--- config.mk ---
export PLATFORM = sky130hd
export DESIGN_NAME = link_reconnect_backoff_fsm
export DESIGN_NICKNAME = d
export VERILOG_FILES = /design/src/rtl/lrb_pkg.sv /design/src/rtl/lrb_cfg_regs.sv /design/src/rtl/lrb_step.sv /design/src/rtl/link_reconnect_backoff_fsm.sv
export SDC_FILE = /design/constraint.sdc
export NUM_CORES = 1
export LEC_CHECK = 0
export ABC_CLOCK_PERIOD_IN_PS = 12110
export BUFFER_PORTS_ARGS = -buffer_cell sky130_fd_sc_hd__buf_4
export CORE_AREA = 3 3 134 233
export DETAILED_ROUTE_END_ITERATION = 8
export DIE_AREA = 0 0 137 236
export GPL_TIMING_DRIVEN = 0
export PLACE_DENSITY = 0.79
export SETUP_SLACK_MARGIN = 0.5
export SYNTH_ARGS = -nofsm -noshare
export SYNTH_HDL_FRONTEND = slang
export SYNTH_SLANG_ARGS = --single-unit
--- constraint.sdc ---
create_clock -name i_clk -period 12.11 [get_ports i_clk]
set_input_delay 2.422 -clock i_clk [delete_from_list [all_inputs] [get_ports i_clk]]
set_output_delay 2.422 -clock i_clk [all_outputs]
set_load 0.02 [all_outputs]
--- src/rtl/lrb_pkg.sv ---
// lrb_pkg: shared types, codes and reset constants of the link reconnect backoff block
// no dependencies; imported by every module in rtl/
package lrb_pkg;

    // event kinds
    localparam logic [1:0] MODE_TICK = 2'd0;
    localparam logic [1:0] MODE_ACK  = 2'd1;
    localparam logic [1:0] MODE_LOST = 2'd2;

    // bring-up status
    localparam logic [1:0] BOOT_OK       = 2'd0;
    localparam logic [1:0] BOOT_INIT_ERR = 2'd1;

    // modem status
    localparam logic [1:0] MODEM_OFF   = 2'd0;
    localparam logic [1:0] MODEM_READY = 2'd2;

    // supervisor phase codes
    localparam logic [1:0] PH_IDLE     = 2'd0;
    localparam logic [1:0] PH_OFFLINE  = 2'd1;
    localparam logic [1:0] PH_WAIT     = 2'd2;
    localparam logic [1:0] PH_COOLDOWN = 2'd3;

    // configuration register indexes
    localparam logic [2:0] REG_OFFLINE_TIMEOUT = 3'd0;
    localparam logic [2:0] REG_INITIAL_DELAY   = 3'd1;
    localparam logic [2:0] REG_BACKOFF_FACTOR  = 3'd2;
    localparam logic [2:0] REG_MAX_DELAY       = 3'd3;
    localparam logic [2:0] REG_RETRIES         = 3'd4;
    localparam logic [2:0] REG_MAX_REBOOTS     = 3'd5;
    localparam logic [2:0] REG_COOLDOWN        = 3'd6;
    localparam logic [2:0] REG_REOPEN_CHAN     = 3'd7;

    localparam int CFG_DATA_W = 16;

    // register reset values
    localparam logic [15:0] RST_OFFLINE_TIMEOUT = 16'd900;
    localparam logic [15:0] RST_INITIAL_DELAY   = 16'd30;
    localparam logic [3:0]  RST_BACKOFF_FACTOR  = 4'd2;
    localparam logic [15:0] RST_MAX_DELAY       = 16'd300;
    localparam logic [7:0]  RST_RETRIES         = 8'd3;
    localparam logic [7:0]  RST_MAX_REBOOTS     = 8'd3;
    localparam logic [15:0] RST_COOLDOWN        = 16'd600;
    localparam logic [2:0]  RST_REOPEN_CHAN     = 3'd0;

    typedef struct packed {
        logic [15:0] offline_timeout;
        logic [15:0] initial_delay;
        logic [3:0]  backoff_factor;
        logic [15:0] max_delay;
        logic [7:0]  retries_before_reboot;
        logic [7:0]  max_reboots;
        logic [15:0] cooldown_ticks;
        logic [2:0]  reopen_chan;
    } t_cfg;

    typedef struct packed {
        logic [1:0]  phase;
        logic        online;
        logic [31:0] tick_count;
        logic [31:0] deadline;
        logic [15:0] retry_delay;
        logic [7:0]  open_tries;
        logic [7:0]  reboot_count;
        logic [15:0] silence_count;
    } t_state;

    typedef struct packed {
        logic       online;
        logic [1:0] phase;
        logic       want_poweron;
        logic       want_open;
        logic [2:0] open_channel;
        logic       want_reboot;
        logic       modem_reset;
        logic [7:0] attempts;
        logic [7:0] reboots;
    } t_result;

endpackage

--- src/rtl/lrb_cfg_regs.sv ---
// lrb_cfg_regs: configuration register file written through a plain write port
// depends on lrb_pkg
module lrb_cfg_regs
    import lrb_pkg::*;
(
    input  logic                  i_clk,
    input  logic                  i_rst_n,
    input  logic                  i_cfg_wr_en,
    input  logic [2:0]            i_cfg_idx,
    input  logic [CFG_DATA_W-1:0] i_cfg_wdata,
    output t_cfg                  o_cfg
);

    t_cfg r_cfg;

    always_ff @(posedge i_clk) begin
        if (!i_rst_n) begin
            r_cfg.offline_timeout       <= RST_OFFLINE_TIMEOUT;
            r_cfg.initial_delay         <= RST_INITIAL_DELAY;
            r_cfg.backoff_factor        <= RST_BACKOFF_FACTOR;
            r_cfg.max_delay             <= RST_MAX_DELAY;
            r_cfg.retries_before_reboot <= RST_RETRIES;
            r_cfg.max_reboots           <= RST_MAX_REBOOTS;
            r_cfg.cooldown_ticks        <= RST_COOLDOWN;
            r_cfg.reopen_chan           <= RST_REOPEN_CHAN;
        end else if (i_cfg_wr_en) begin
            unique case (i_cfg_idx)
                REG_OFFLINE_TIMEOUT: r_cfg.offline_timeout       <= i_cfg_wdata;
                REG_INITIAL_DELAY:   r_cfg.initial_delay         <= i_cfg_wdata;
                REG_BACKOFF_FACTOR:  r_cfg.backoff_factor        <= i_cfg_wdata[3:0];
                REG_MAX_DELAY:       r_cfg.max_delay             <= i_cfg_wdata;
                REG_RETRIES:         r_cfg.retries_before_reboot <= i_cfg_wdata[7:0];
                REG_MAX_REBOOTS:     r_cfg.max_reboots           <= i_cfg_wdata[7:0];
                REG_COOLDOWN:        r_cfg.cooldown_ticks        <= i_cfg_wdata;
                REG_REOPEN_CHAN:     r_cfg.reopen_chan           <= i_cfg_wdata[2:0];
            endcase
        end
    end

    assign o_cfg = r_cfg;

endmodule

--- src/rtl/lrb_step.sv ---
// lrb_step: next-state and result logic for one event of the supervisor
// depends on lrb_pkg; purely combinational
module lrb_step
    import lrb_pkg::*;
#(
    parameter int NUM_CHANNELS = 4
) (
    input  t_state     i_st,
    input  t_cfg       i_cfg,
    input  logic [1:0] i_mode,
    input  logic [2:0] i_lost_channel,
    input  logic [1:0] i_boot_phase,
    input  logic [1:0] i_modem_ready,
    output t_state     o_st,
    output t_result    o_res
);

    localparam logic [3:0] LP_NCH = 4'(NUM_CHANNELS);

    logic [31:0] tick1;
    logic [15:0] sil1;
    logic [19:0] prod;
    logic [15:0] prod_lo;
    logic [15:0] backoff;
    logic [7:0]  att;
    logic [15:0] dly_add;
    logic        poweron, open, reboot, mreset;
    t_state      n;

    assign tick1   = i_st.tick_count + 32'd1;
    assign sil1    = (i_st.silence_count == 16'hFFFF) ? i_st.silence_count
                                                      : i_st.silence_count + 16'd1;
    assign prod    = i_st.retry_delay * {16'd0, i_cfg.backoff_factor};
    assign prod_lo = prod[15:0];

    // lower clamp wins over upper clamp
    always_comb begin
        if (prod_lo < i_cfg.initial_delay) begin
            backoff = i_cfg.initial_delay;
        end else if (prod_lo > i_cfg.max_delay) begin
            backoff = i_cfg.max_delay;
        end else begin
            backoff = prod_lo;
        end
    end

    always_comb begin
        n       = i_st;
        poweron = 1'b0;
        open    = 1'b0;
        reboot  = 1'b0;
        mreset  = 1'b0;
        att     = i_st.open_tries;
        dly_add = i_st.retry_delay;
        unique case (i_mode)
            MODE_TICK: begin
                n.tick_count = tick1;
                if (i_boot_phase != BOOT_INIT_ERR) begin
                    if (i_st.phase == PH_IDLE) begin
                        n.silence_count = sil1;
                        if (sil1 > i_cfg.offline_timeout) begin
                            n.online        = 1'b0;
                            n.phase         = PH_OFFLINE;
                            n.open_tries    = 8'd0;
                            n.retry_delay   = i_cfg.initial_delay;
                            n.deadline      = tick1 + {16'd0, i_cfg.initial_delay};
                        end
                    end else if (i_st.phase == PH_COOLDOWN) begin
                        if (tick1 >= i_st.deadline) begin
                            n.phase    = PH_WAIT;
                            n.deadline = tick1 + {16'd0, i_cfg.initial_delay};
                            poweron    = 1'b1;
                        end
                    end else if (tick1 >= i_st.deadline) begin
                        n.phase = PH_WAIT;
                        if (i_modem_ready == MODEM_OFF) begin
                            poweron = 1'b1;
                        end else if (i_modem_ready == MODEM_READY) begin
                            open          = 1'b1;
                            att           = (att == 8'hFF) ? att : att + 8'd1;
                            n.retry_delay = backoff;
                            dly_add       = backoff;
                        end
                        n.open_tries = att;
                        if (att >= i_cfg.retries_before_reboot &&
                            i_st.reboot_count < i_cfg.max_reboots) begin
                            reboot          = 1'b1;
                            mreset          = 1'b1;
                            n.reboot_count  = i_st.reboot_count + 8'd1;
                            n.open_tries    = 8'd0;
                            n.retry_delay   = i_cfg.initial_delay;
                            n.phase         = PH_COOLDOWN;
                            dly_add         = i_cfg.cooldown_ticks;
                        end
                        // deadline moves only on an open or a reboot
                        if (open || reboot) begin
                            n.deadline = tick1 + {16'd0, dly_add};
                        end
                    end
                end
            end
            MODE_ACK: begin
                n.online        = 1'b1;
                n.phase         = PH_IDLE;
                n.open_tries    = 8'd0;
                n.retry_delay   = i_cfg.initial_delay;
                n.silence_count = 16'd0;
            end
            MODE_LOST: begin
                if (({1'b0, i_lost_channel} < LP_NCH) && i_boot_phase == BOOT_OK) begin
                    n.online        = 1'b0;
                    n.phase         = PH_OFFLINE;
                    n.open_tries    = 8'd0;
                    n.retry_delay   = i_cfg.initial_delay;
                    n.deadline      = i_st.tick_count + {16'd0, i_cfg.initial_delay};
                    mreset          = 1'b1;
                end
            end
            default: begin
                // unused event kind: no change
            end
        endcase
    end

    assign o_st                = n;
    assign o_res.online        = n.online;
    assign o_res.phase         = n.phase;
    assign o_res.want_poweron  = poweron;
    assign o_res.want_open     = open;
    assign o_res.open_channel  = open ? i_cfg.reopen_chan : 3'd0;
    assign o_res.want_reboot   = reboot;
    assign o_res.modem_reset   = mreset;
    assign o_res.attempts      = n.open_tries;
    assign o_res.reboots       = n.reboot_count;

endmodule

--- src/rtl/link_reconnect_backoff_fsm.sv ---
// link_reconnect_backoff_fsm: top level of the link supervision state machine
// depends on lrb_pkg, lrb_cfg_regs and lrb_step
//
// The block takes one event transaction (tick, server ack or lost connection) and returns
// exactly one result transaction carrying the requested actions (power-on, channel open,
// modem reboot, modem reset) and the supervisor state after the event. It sustains one
// transaction per clock while the result side does not stall: an event is captured in an
// input register, the whole state update runs combinationally through the step logic,
// and the result lands in an output register. The clock rate is bounded by the
// combinational update path (a 16x4 multiply for the backoff step, the clamp and a
// 32-bit deadline add). A result stall holds the output register; the input register
// keeps accepting as long as its event can move on, and stalls only while it is full
// and the output register is held. Configuration registers are written through
// i_cfg_wr_en / i_cfg_idx / i_cfg_wdata and should only change while no transaction is
// in flight; a write never touches the running state such as the current retry delay.
module link_reconnect_backoff_fsm
    import lrb_pkg::*;
#(
    parameter int NUM_CHANNELS = 4
) (
    input  logic                  i_clk,
    input  logic                  i_rst_n,
    // configuration write port
    input  logic                  i_cfg_wr_en,
    input  logic [2:0]            i_cfg_idx,
    input  logic [CFG_DATA_W-1:0] i_cfg_wdata,
    // event channel
    input  logic                  i_in_valid,
    output logic                  o_in_stall,
    input  logic [1:0]            i_mode,
    input  logic [2:0]            i_lost_channel,
    input  logic [1:0]            i_boot_phase,
    input  logic [1:0]            i_modem_ready,
    // result channel
    output logic                  o_out_valid,
    input  logic                  i_out_stall,
    output logic                  o_online,
    output logic [1:0]            o_phase,
    output logic                  o_want_poweron,
    output logic                  o_want_open,
    output logic [2:0]            o_open_channel,
    output logic                  o_want_reboot,
    output logic                  o_modem_reset,
    output logic [7:0]            o_attempts,
    output logic [7:0]            o_reboots
);

    t_cfg    cfg;
    t_state  r_st, n_st;
    t_result step_res;
    t_result r_res;

    // input register
    logic       r_in_valid;
    logic [1:0] r_mode;
    logic [2:0] r_lost_channel;
    logic [1:0] r_boot_phase;
    logic [1:0] r_modem_ready;

    logic r_out_valid;
    logic advance;   // input register moves into the output register
    logic in_take;   // event transaction accepted this cycle

    lrb_cfg_regs u_cfg (
        .i_clk       (i_clk),
        .i_rst_n     (i_rst_n),
        .i_cfg_wr_en (i_cfg_wr_en),
        .i_cfg_idx   (i_cfg_idx),
        .i_cfg_wdata (i_cfg_wdata),
        .o_cfg       (cfg)
    );

    lrb_step #(
        .NUM_CHANNELS (NUM_CHANNELS)
    ) u_step (
        .i_st           (r_st),
        .i_cfg          (cfg),
        .i_mode         (r_mode),
        .i_lost_channel (r_lost_channel),
        .i_boot_phase   (r_boot_phase),
        .i_modem_ready  (r_modem_ready),
        .o_st           (n_st),
        .o_res          (step_res)
    );

    // output register free, or being emptied this cycle
    assign advance    = r_in_valid && (!r_out_valid || !i_out_stall);
    assign o_in_stall = r_in_valid && !advance;
    assign in_take    = i_in_valid && !o_in_stall;

    // input register control
    always_ff @(posedge i_clk) begin
        if (!i_rst_n) begin
            r_in_valid <= 1'b0;
        end else if (in_take) begin
            r_in_valid <= 1'b1;
        end else if (advance) begin
            r_in_valid <= 1'b0;
        end
    end

    // input payload, no reset needed
    always_ff @(posedge i_clk) begin
        if (in_take) begin
            r_mode         <= i_mode;
            r_lost_channel <= i_lost_channel;
            r_boot_phase   <= i_boot_phase;
            r_modem_ready  <= i_modem_ready;
        end
    end

    // supervisor state, committed when the event's result is registered
    always_ff @(posedge i_clk) begin
        if (!i_rst_n) begin
            r_st.phase         <= PH_IDLE;
            r_st.online        <= 1'b0;
            r_st.tick_count    <= 32'd0;
            r_st.deadline      <= 32'd0;
            r_st.retry_delay   <= RST_INITIAL_DELAY;
            r_st.open_tries    <= 8'd0;
            r_st.reboot_count  <= 8'd0;
            r_st.silence_count <= 16'd0;
        end else if (advance) begin
            r_st <= n_st;
        end
    end

    // output register
    always_ff @(posedge i_clk) begin
        if (!i_rst_n) begin
            r_out_valid <= 1'b0;
        end else if (advance) begin
            r_out_valid <= 1'b1;
        end else if (!i_out_stall) begin
            r_out_valid <= 1'b0;
        end
    end

    always_ff @(posedge i_clk) begin
        if (advance) begin
            r_res <= step_res;
        end
    end

    assign o_out_valid    = r_out_valid;
    assign o_online       = r_res.online;
    assign o_phase        = r_res.phase;
    assign o_want_poweron = r_res.want_poweron;
    assign o_want_open    = r_res.want_open;
    assign o_open_channel = r_res.open_channel;
    assign o_want_reboot  = r_res.want_reboot;
    assign o_modem_reset  = r_res.modem_reset;
    assign o_attempts     = r_res.attempts;
    assign o_reboots      = r_res.reboots;

`ifndef NO_ASSERTIONS
    // an open leaves the supervisor waiting for retry or in reboot cooldown
    a_open_phase: assert property (@(posedge i_clk) disable iff (!i_rst_n)
        (r_out_valid && r_res.want_open) |->
            (r_res.phase == PH_WAIT || r_res.phase == PH_COOLDOWN))
        else $error("open request outside wait or cooldown");

    // a reboot always resets the attempt count and enters cooldown
    a_reboot_cooldown: assert property (@(posedge i_clk) disable iff (!i_rst_n)
        (r_out_valid && r_res.want_reboot) |->
            (r_res.phase == PH_COOLDOWN && r_res.attempts == 8'd0 && r_res.modem_reset))
        else $error("reboot without cooldown entry");

    // the reboot count grows by at most one per event
    a_reboot_step: assert property (@(posedge i_clk) disable iff (!i_rst_n)
        $past(i_rst_n) |->
            (r_st.reboot_count == $past(r_st.reboot_count) ||
             r_st.reboot_count == $past(r_st.reboot_count) + 8'd1))
        else $error("reboot count jumped");

    // state only moves when an event is committed
    a_state_hold: assert property (@(posedge i_clk) disable iff (!i_rst_n)
        !advance |=> $stable(r_st))
        else $error("state changed without an event");
`endif

endmodule

* Word level (Yosys, flattened, before mapping)
Cells that the tools add are included.
** Word-level totals
- Bits in registers :: 239
- Input bits :: 33
- Output and inout port bits :: 28
** Cells by class
- Add/sub/neg operators :: 7
- $mul :: 1
- Order comparisons :: 7
- Equality and inequality tests :: 22
- Mux-type cells :: 77
- Bitwise operators :: 3
- Reduce and logical (&&, ||, !) cells :: 34
** Operators with widths (count)
- two-way mux 16 bit :: 12
- two-way mux 56 bit :: 3
- two-way mux 32 bit :: 5
- adder 32 x 16 -> 32 bit :: 3
- two-way mux 8 bit :: 10
- two-way mux 80 bit :: 1
- case mux 24 bit (3 select lines) :: 1
- two-way mux 64 bit :: 1
- case mux 32 bit (2 select lines) :: 1
- two-way mux 1 bit :: 33
- adder 32 x 1 -> 32 bit (second input constant) :: 1
- >= comparator 32 bit :: 1
- > comparator 16 bit :: 2
- case mux 16 bit (2 select lines) :: 1
- AND reduction 2 bit :: 9
- adder 16 x 1 -> 16 bit (second input constant) :: 1
- adder 8 x 1 -> 8 bit (second input constant) :: 2
- == test 16 bit (second input constant) :: 1
- less-than comparator 16 bit :: 1
- multiplier 16 x 4 -> 16 bit :: 1
- AND reduction 7 bit :: 2
- == test 3 bit (second input constant) :: 4
- inequality test 2 x 1 -> 1 bit (second input constant) :: 5
- two-way mux 3 bit :: 3
- 26 further kinds :: 47

* Depth between registers and ports, before layout
Gate-level depths: netlist of run 1.
- Word-level depth :: 24
- Depth in mapped cells :: 35
- Mapped depth without buffers :: 32

* Modules after synthesis
A second synthesis of run 1 with hierarchy kept.
** Second synthesis, totals
- Cells, all modules :: 2800
- Area, all modules :: 21897.3 um^2
** Modules (own cells, without submodules)
- lrb_step :: instances 1, cells each 1935, area each 12818.5 um^2
- link_reconnect_backoff_fsm :: instances 1, cells each 542, area each 5729.2 um^2
- lrb_cfg_regs :: instances 1, cells each 323, area each 3349.5 um^2

* Worst setup path after synthesis of run 1
Ideal clock, no wire load.
- Kind :: register to register
- From :: register u_cfg.r_cfg (netlist bit u_cfg.o_cfg[54])
- To :: register r_st[78] (netlist name)
- Setup time :: 0.122 ns
- Arrival time :: 7.918 ns
- Slack :: 4.070 ns
- Cell stages (with the launch flop) :: 34
- Cell sequence :: dfxtp_1 -> clkbuf_1 -> nand2_1 -> fa_1 -> fa_1 -> inv_1 -> ha_1 -> nor2b_1 -> o31a_1 -> o211a_1 -> o21ai_0 -> mux2i_1 -> or2_2 -> ha_1 -> a211oi_1 -> o21ai_0 -> o211ai_1 -> a21oi_1 -> or3_1 -> clkbuf_1 -> clkbuf_1 -> o211ai_1 -> a31oi_1 -> ha_1 -> fa_1 -> a211oi_1 -> nor2_1 -> o31ai_1 -> a211oi_1 -> o22ai_1 -> o32a_1 -> nor3_1 -> o211a_1 -> o311a_1
** Between the ends
- Cells in the longest elaborated chain, start to end :: 19
** Ends and longest elaborated chain
- from (decl) :: RTL line lrb_cfg_regs.sv:14 : t_cfg r_cfg;
- multiplier 16 x 4 -> 16 bit (*) :: RTL line lrb_step.sv:33 : assign prod = i_st.retry_delay * {16'd0, i_cfg.backoff_factor};
- > comparator 16 bit :: RTL line lrb_step.sv:40 : end else if (prod_lo > i_cfg.max_delay) begin
- two-way mux 16 bit :: RTL line lrb_step.sv:40
- two-way mux 16 bit (*) :: RTL line lrb_step.sv:38 : if (prod_lo < i_cfg.initial_delay) begin
- two-way mux 16 bit (*) :: RTL line lrb_step.sv:78 : end else if (i_modem_ready == MODEM_READY) begin
- two-way mux 16 bit (*) :: RTL line lrb_step.sv:76 : if (i_modem_ready == MODEM_OFF) begin
- two-way mux 16 bit (*) :: RTL line lrb_step.sv:85 : if (att >= i_cfg.retries_before_reboot &&
- two-way mux 16 bit (*) :: RTL line lrb_step.sv:74 : end else if (tick1 >= i_st.deadline) begin
- [3 not listed]
- two-way mux 16 bit (*) :: RTL line lrb_step.sv:55 : unique case (i_mode)
- adder 32 x 16 -> 32 bit (*) :: RTL line lrb_step.sv:97 : n.deadline = tick1 + {16'd0, dly_add};
- two-way mux 32 bit (*) :: RTL line lrb_step.sv:96 : if (open || reboot) begin
- two-way mux 64 bit (*) :: RTL line lrb_step.sv:74
- two-way mux 32 bit (*) :: RTL line lrb_step.sv:68 : end else if (i_st.phase == PH_COOLDOWN) begin
- two-way mux 56 bit (*) :: RTL line lrb_step.sv:59 : if (i_st.phase == PH_IDLE) begin
- two-way mux 80 bit (*) :: RTL line lrb_step.sv:58 : if (i_boot_phase != BOOT_INIT_ERR) begin
- case mux 32 bit (2 select lines) (*) :: RTL line lrb_step.sv:55
- to (signal assigned) :: RTL line link_reconnect_backoff_fsm.sv:124 : r_st <= n_st;
- to (decl) :: RTL line link_reconnect_backoff_fsm.sv:49 : t_state r_st, n_st;
Every way passes the cells marked *; elsewhere a longest branch is shown, timed or not. The select of a mux whose other input is x is not followed.
A chain may end at the register's enable or synchronous reset.

* Worst setup path in the final report of run 1
- From :: register u_cfg.r_cfg (netlist bit u_cfg.o_cfg[52])
- To :: register r_st[78] (netlist name)
Same word-level chain as after synthesis.

==> results of run 1 <==
kinds of logic after synthesis:
logic type      Yosys count  synth area share, %
compound gates          687                 23.7
buf+inv                 304                 6.13
simple gates            856                 22.0
xor+xnor                143                 6.66
mux                      20                 1.09
fa+ha+maj               192                 13.7
flops                   237                 26.7
Yosys cell counts, types with 51 or more instances:
| library cell | instances | area [um^2] |
|---|---|---|
| a21oi_1 | 208 | 1040 |
| and2_1 | 81 | 507 |
| nand2_1 | 315 | 1180 |
| ha_1 | 164 | 2050 |
| clkbuf_1 | 111 | 417 |
| nor3_1 | 51 | 255 |
| inv_1 | 179 | 672 |
| nor2_1 | 142 | 533 |
| o21ai_0 | 120 | 601 |
| nand3_1 | 66 | 330 |
| xnor2_1 | 96 | 841 |
| dfxtp_1 | 204 | 4080 |
final timing paths:
kind                                startpoint                            to  slack [ns]  cells past startpoint
setup / recovery  u_cfg.o_cfg[52]$_SDFFE_PN1P_         r_st[78]$_SDFFE_PN0P_        1.76                     33
hold / removal    u_cfg.o_cfg[39]$_SDFFE_PN0P_  u_cfg.o_cfg[39]$_SDFFE_PN0P_        0.45                      2
setup reg to reg  u_cfg.o_cfg[52]$_SDFFE_PN1P_         r_st[78]$_SDFFE_PN0P_        1.76                     33
hold reg to reg   u_cfg.o_cfg[39]$_SDFFE_PN0P_  u_cfg.o_cfg[39]$_SDFFE_PN0P_        0.45                      2
worst register-to-register path: cells and delay by family, from the launching register on:
kind,cells,cell delay (ns)
buf+inv,4,1.09
fa+ha+maj,6,2.19
compound gates,16,5.08
mux,1,0.16
flops,1,0.43
simple gates,6,1.34
metal layers:
metal	part of all wire [%]	GRT usage [%]	wire length, um
met1	33	43.2	22900
met2	48	71.1	33200
met3	8.2	8.90	5710
met4	11	36.9	7890
met5	0	0	0
state kept, by name, indices dropped and copies added, names as in the netlist, 2 cells and up:
register / count
r_st: 115
r_modem_ready: 2
u_cfg.o_cfg: 87
r_boot_phase: 2
o_attempts: 8
o_reboots: 8
o_open_channel: 3
o_phase: 2
r_mode: 2
through the flow:
step | hold WS (ns) | instance area (um^2) | util (%) | setup WS [ns] | cells
floorplan | 0.436 | 19000 | - | 4.07 | 2439
global placement | 0.444 | 19900 | 67.5 | 2.18 | 2874
detailed placement | 0.446 | 19900 | 67.5 | 2.01 | 2874
CTS | 0.455 | 20700 | 70.3 | 1.98 | 2920
global route | 0.470 | 20700 | 70.3 | 1.34 | 2920
finish | 0.455 | 20700 | 70.3 | 1.76 | 2920
power by group:
part / internal (W) / switching (W) / leakage (nW)
Sequential: 0.000816 / 0.0000190 / 1.96
Clock: 0.000427 / 0.000377 / 0.407
Combinational: 0.000141 / 0.000296 / 6.02
Total: 0.00138 / 0.000692 / 8.39
cell type report:
type	count	area (um^2)	area share, %
sequential	237	5070	24.5
tap	382	478	2.31
timing repair buffer	53	398	1.92
clock buffer	29	671	3.23
clock inverter	17	153	0.736
inverter	180	676	3.26
buffer	124	492	2.37
multi-input combinational	1898	12800	61.7
==> summary.txt, run 1 <==
share of cells above drive strength 1 - 5.91%
total power - 0.00208 W
Final Setup Violations - 0
Post-Syn Area per Cell - 7.80 um^2
most common cell after layout, fill and taps aside - nand2_1
PD cells - 100 nW/um^2
Layout Skew - 0.0288 ns
clock sink count - 237
CTS H-tree lvls - 1
TritonCTS Buffers - 25
Leak - 8.39 nW
Die Span X - 137 um
CTS tree - done
diodes inserted - 0
critical path class - register to register
f_max - 96.6 MHz
Hold Crit Class - register to register
drt via density - 6.67
Tightest Pin Transition - 1.41 ns
Final Hold Vio Count - 0
final RePlAce weighted congestion - 1.09
CP Max Fanout - 10
IO buf count - 53
number of synthesized flops with an enable pin - 33
critical path arrival - 10.82 ns
TritonRoute pass-1 iters - 6
Post-synth ARST share - 0%
crit end category - register
Yosys cell types - 92
initial antenna violation count - 0
die footprint - 32,300 um^2
Post-Synthesis Cells - 2,439
die height - 236 um
critical path's largest stage delay - 0.97 ns
vias - 19,500
commonest non-fill, non-tap cells in the layout - nand2_1 (315), a21oi_1 (208), dfxtp_1 (204)
worst vdd ir - 0.148 mV
status - finished, final reports clean
drt drc - 0
wire length per cell - 23.9 um
Max-Cap Viols - 0
sequential area share after synthesis - 26.7%
clk slew on worst S/H paths - 0.06 ns
first-pass GRT wire length - 106,000 um
CTS root buf - clkbuf_16
Main synth FF type - dfxtp_1
Netlist Area Pre-Place - 19,000 um^2
Fin Setup TNS - 0 ns
CP startpoint kind - register
cell family with most CP delay - compound AO/OA/AOI/OAI gates
yosys warns - 0
Initial Util - 64.5%
I/O pin count - 61
largest net degree at the start of global routing - 36
post_cts resized - 0
Iter 0 DRT Violations - 1,659
RSZ-0062 raised after global routing - no
total grt overflow - 0
Critical path buffers and inverters - 4
clock buffer depth - 3
Period minus WS final - 10.35 ns
Post-CTS Setup Repair Bufs - 0
routed wire length - 69,700 um
antenna viol nets, final - 0
CTS Hold Bufs - 0
#FFs+latches synth - 237
Synth Net Count - 2,664
final worst-path cycle share - 85.5%
# fillers - 2,537
Worst-Skew Late Latency - 0.58 ns
Final #Nets - 2,744
Core ar. - 29,500 um^2
dpl hpwl - 54,800 um
synth-to-layout area growth - 8.96%
GRT Overall Usage - 42.3%
max-slew violations - 0
Max-slew headroom - 5.31%
CP required - 12.58 ns
number of global-route vias before repair - 19,000
Worst path slowest cell - o22ai_1
Rows - 83
Note: power is estimated with default switching activity, not from simulation.
==> inputs of run 2 (changes only) <==
ABC_AREA = 1   (was unset)
CORE_AREA = 3 3 136 237   (was 3 3 134 233)
DIE_AREA = 0 0 139 240   (was 0 0 137 236)
==> run 2 against run 1 <==
Flip-flop and latch count unchanged; cell area increased by 3.9%; total power increased by 19%; clock skew decreased by 0.0067 ns; clock power increased by 0.6%; critical endpoint is now r_st[71]$_SDFFE_PN0P_; largest cell class unchanged; highest routed layer unchanged.
==> summary.txt, run 2 <==
drt drc - 0 (unchanged)
critical path arrival - 9.37 ns (-1.45 ns)
R2R depth - 40 (+21%)
count leader, synth - nand2_1
Worst path slowest cell - o21ai_0
Post-Synth XOR/XNOR Area - 3.96% (-2.7 points)
die footprint - 33,400 um^2 (+3.2%)
Tightest Pin Transition - 1.02 ns (-0.384 ns)
Layout Skew - 0.0221 ns (-0.00671 ns)
largest net degree at the start of global routing - 36 (unchanged)
Rows - 85 (+2.4%)
critical path's largest stage delay - 0.66 ns (-0.31 ns)
number of global-route vias before repair - 21,600 (+14%)
TritonCTS Buffers - 24 (-4.0%)
max-slew violations - 0 (unchanged)
initial antenna violation count - 1 (+1)
Die Span X - 139 um (+1.5%)
vias - 22,000 (+13%)
dominant cells by area after synthesis - dfxtp_1 (21%), nand2_1 (14%), ha_1 (10%)
f_max - 113 MHz (+17%)
most used cell, CP - nand2_1
max reg flops - 115 (unchanged)
Final Hold Vio Count - 0 (unchanged)
final worst-path cycle share - 73.3% (-12 points)
r2r endpoint - r_st[71]$_SDFFE_PN0P_
clk slew on worst S/H paths - 0.07 ns (about the same)
RSZ-0062 raised after global routing - no
post-synthesis compound-gate area fraction - 18.7% (-5.0 points)
area leader, netlist - dfxtp_1
number of synthesized flops with an enable pin - 33 (unchanged)
Post-Synthesis Cells - 3,082 (+26%)
total power - 0.00248 W (+19%)
Critical Path Sink - r_st[71]$_SDFFE_PN0P_
Core ar. - 30,600 um^2 (+3.9%)
sequential area share after synthesis - 25.6% (-1.0 points)
CTS tree - done
Synth Area in Adders - 13.2% (-0.53 points)
CP startpoint kind - register
placed insts - 3,530 (+23%)
clock buffer depth - 3 (unchanged)
worst vdd ir - 0.103 mV (-31%)
IO buf count - 57 (+7.5%)
Post-Layout Cell Count - 3,574 (+22%)
largest family of logic cells by synthesized area - simple AND/OR/NAND/NOR gates
CP required - 12.60 ns (+0.02 ns)
area share of the largest cell type after synthesis - 20.6% (-0.83 points)
CTS Hold Bufs - 0 (unchanged)
Leak - 10.4 nW (+24%)
Max-slew headroom - 31.8% (+26 points)
Final Setup Violations - 0 (unchanged)
TritonRoute pass-1 iters - 8 (+2)
commonest non-fill, non-tap cells in the layout - nand2_1 (732), inv_1 (438), a21oi_1 (355)
first-pass GRT wire length - 116,000 um (+9.6%)
Worst-Skew Late Latency - 0.56 ns (-0.02 ns)
Yosys cell types - 51 (-45%)
yosys warns - 0 (unchanged)
Synth Net Count - 3,307 (+24%)
Netlist Area Pre-Place - 19,800 um^2 (+4.0%)
Post-Syn Area per Cell - 6.42 um^2 (-18%)
dpl hpwl - 60,700 um (+11%)
routed wire length - 77,000 um (+10%)
crit end category - register
clock sink count - 237 (unchanged)
post-synthesis mux area share - 0% (-1.1 points)
GRT Overall Usage - 44.6% (+2.3 points)
total grt overflow - 0 (unchanged)
I/O pin count - 61 (unchanged)
status - finished, final reports clean
reg2reg start - u_cfg.o_cfg[52]$_SDFFE_PN1P_
PD cells - 115 nW/um^2 (+15%)
Simple-Gate Fraction of Synth Area - 28.0% (+5.9 points)
wire length per cell - 21.5 um (-9.8%)
Hold Crit Class - register to register
Period minus WS final - 8.88 ns (-1.47 ns)
Post-synth ARST share - 0% (unchanged)
synth-to-layout area growth - 8.82%
die height - 240 um (+1.7%)
Final #Nets - 3,390 (+24%)
share of cells above drive strength 1 - 6.16% (+0.25 points)
Initial Util - 64.6% (+0.095 points)
Fin Setup TNS - 0 ns (unchanged)
# fillers - 2,736 (+7.8%)
register-to-register setup slack - 3.23 ns (+1.47 ns)
most common cell after layout, fill and taps aside - nand2_1
commonest cells in the netlist - nand2_1 (732), inv_1 (438), a21oi_1 (355), nor2_1 (283), o21ai_0 (256)
Main synth FF type - dfxtp_1
CP Max Fanout - 10 (unchanged)
Iter 0 DRT Violations - 1,758 (+6.0%)
final RePlAce weighted congestion - 1.10 (+0.94%)
Max-Cap Viols - 0 (unchanged)
Most flops, register - r_st
CTS H-tree lvls - 1 (unchanged)
#FFs+latches synth - 237 (unchanged)
antenna viol nets, final - 0 (unchanged)
CTS root buf - clkbuf_16
Post-CTS Setup Repair Bufs - 0 (unchanged)
Critical Path Source - u_cfg.o_cfg[52]$_SDFFE_PN1P_
post_cts resized - 0 (unchanged)
critical path class - register to register
drt via density - 6.15 (-7.7%)
[run 2: cells by family (layout without fill, tap and decap cells)]
| kind of cell | count (synthesis) | count (layout) |
|---|---|---|
| buffers and inverters | 547 | 647 |
| AND/OR/NAND/NOR | 1323 | 1323 |
| AO/OA/AOI/OAI | 697 | 697 |
| flip-flops | 237 | 237 |
| XOR/XNOR | 86 | 86 |
| adder cells (fa/ha/maj) | 192 | 192 |
| other | 0 | 1 |
[run 2: metal layers]
layer	share of wire, %	vias to the layer above	routed length, um	GRT usage [%]
met5	0	-	0	0
met4	14	0	10700	48.2
met3	8.0	539	6130	7.76
met2	47	1266	36100	77.0
met1	31	9993	24000	42.6
li1	-	10200	-	-
[run 2: how the worst min path moves through the flow]
stage / from / end / slack, ns / cells past startpoint
3_5_place_dp: u_cfg.o_cfg[31]$_SDFFE_PN0P_ / u_cfg.o_cfg[31]$_SDFFE_PN0P_ / 0.45 / 2
5_1_grt: u_cfg.o_cfg[31]$_SDFFE_PN0P_ / u_cfg.o_cfg[31]$_SDFFE_PN0P_ / 0.49 / 2
3_3_place_gp: u_cfg.o_cfg[12]$_SDFFE_PN1P_ / u_cfg.o_cfg[12]$_SDFFE_PN1P_ / 0.44 / 2
2_1_floorplan: u_cfg.o_cfg[19]$_SDFFE_PN1P_ / u_cfg.o_cfg[19]$_SDFFE_PN1P_ / 0.43 / 2
4_1_cts: u_cfg.o_cfg[31]$_SDFFE_PN0P_ / u_cfg.o_cfg[31]$_SDFFE_PN0P_ / 0.46 / 2
6_report: u_cfg.o_cfg[31]$_SDFFE_PN0P_ / u_cfg.o_cfg[31]$_SDFFE_PN0P_ / 0.46 / 2
[run 2: cell type report]
cell class	instances	area (um^2)	share of cell area, %
repair buffers	57	428	1.99
well taps	391	489	2.27
inverters	450	1690	7.87
clock buffers	29	661	3.07
diodes	1	2.50	0.0116
multi-input cells	2298	12600	58.6
plain buffers	97	398	1.85
clock inverters	14	164	0.761
flip-flops and latches	237	5070	23.6
[run 2: worst max-delay path, delay by kind of cell, from the launching register on]
family                   cells  cell delay, ns
AO/OA/AOI/OAI                5            1.52
XOR/XNOR                     1            0.56
adder cells (fa/ha/maj)      5            2.19
buffers and inverters        6            1.37
flip-flops                   1            0.32
AND/OR/NAND/NOR             23            2.86
[run 2: report_power, final]
| part | leakage [nW] | internal [W] | switching (W) |
|---|---|---|---|
| Combinational | 8.01 | 0.000241 | 0.000562 |
| Sequential | 1.98 | 0.000831 | 0.0000339 |
| Clock | 0.402 | 0.000455 | 0.000354 |
[run 2: stage by stage]
stage / worst slack [ns] / util, % / instance area (um^2) / hold slack, ns
after floorplan: 5.66 / - / 19800 / 0.429
after global placement: 3.67 / 67.6 / 20700 / 0.441
after detailed placement: 3.48 / 67.6 / 20700 / 0.454
after CTS: 3.44 / 70.3 / 21500 / 0.464
after global routing: 2.87 / 70.3 / 21500 / 0.494
final: 3.23 / 70.3 / 21500 / 0.465
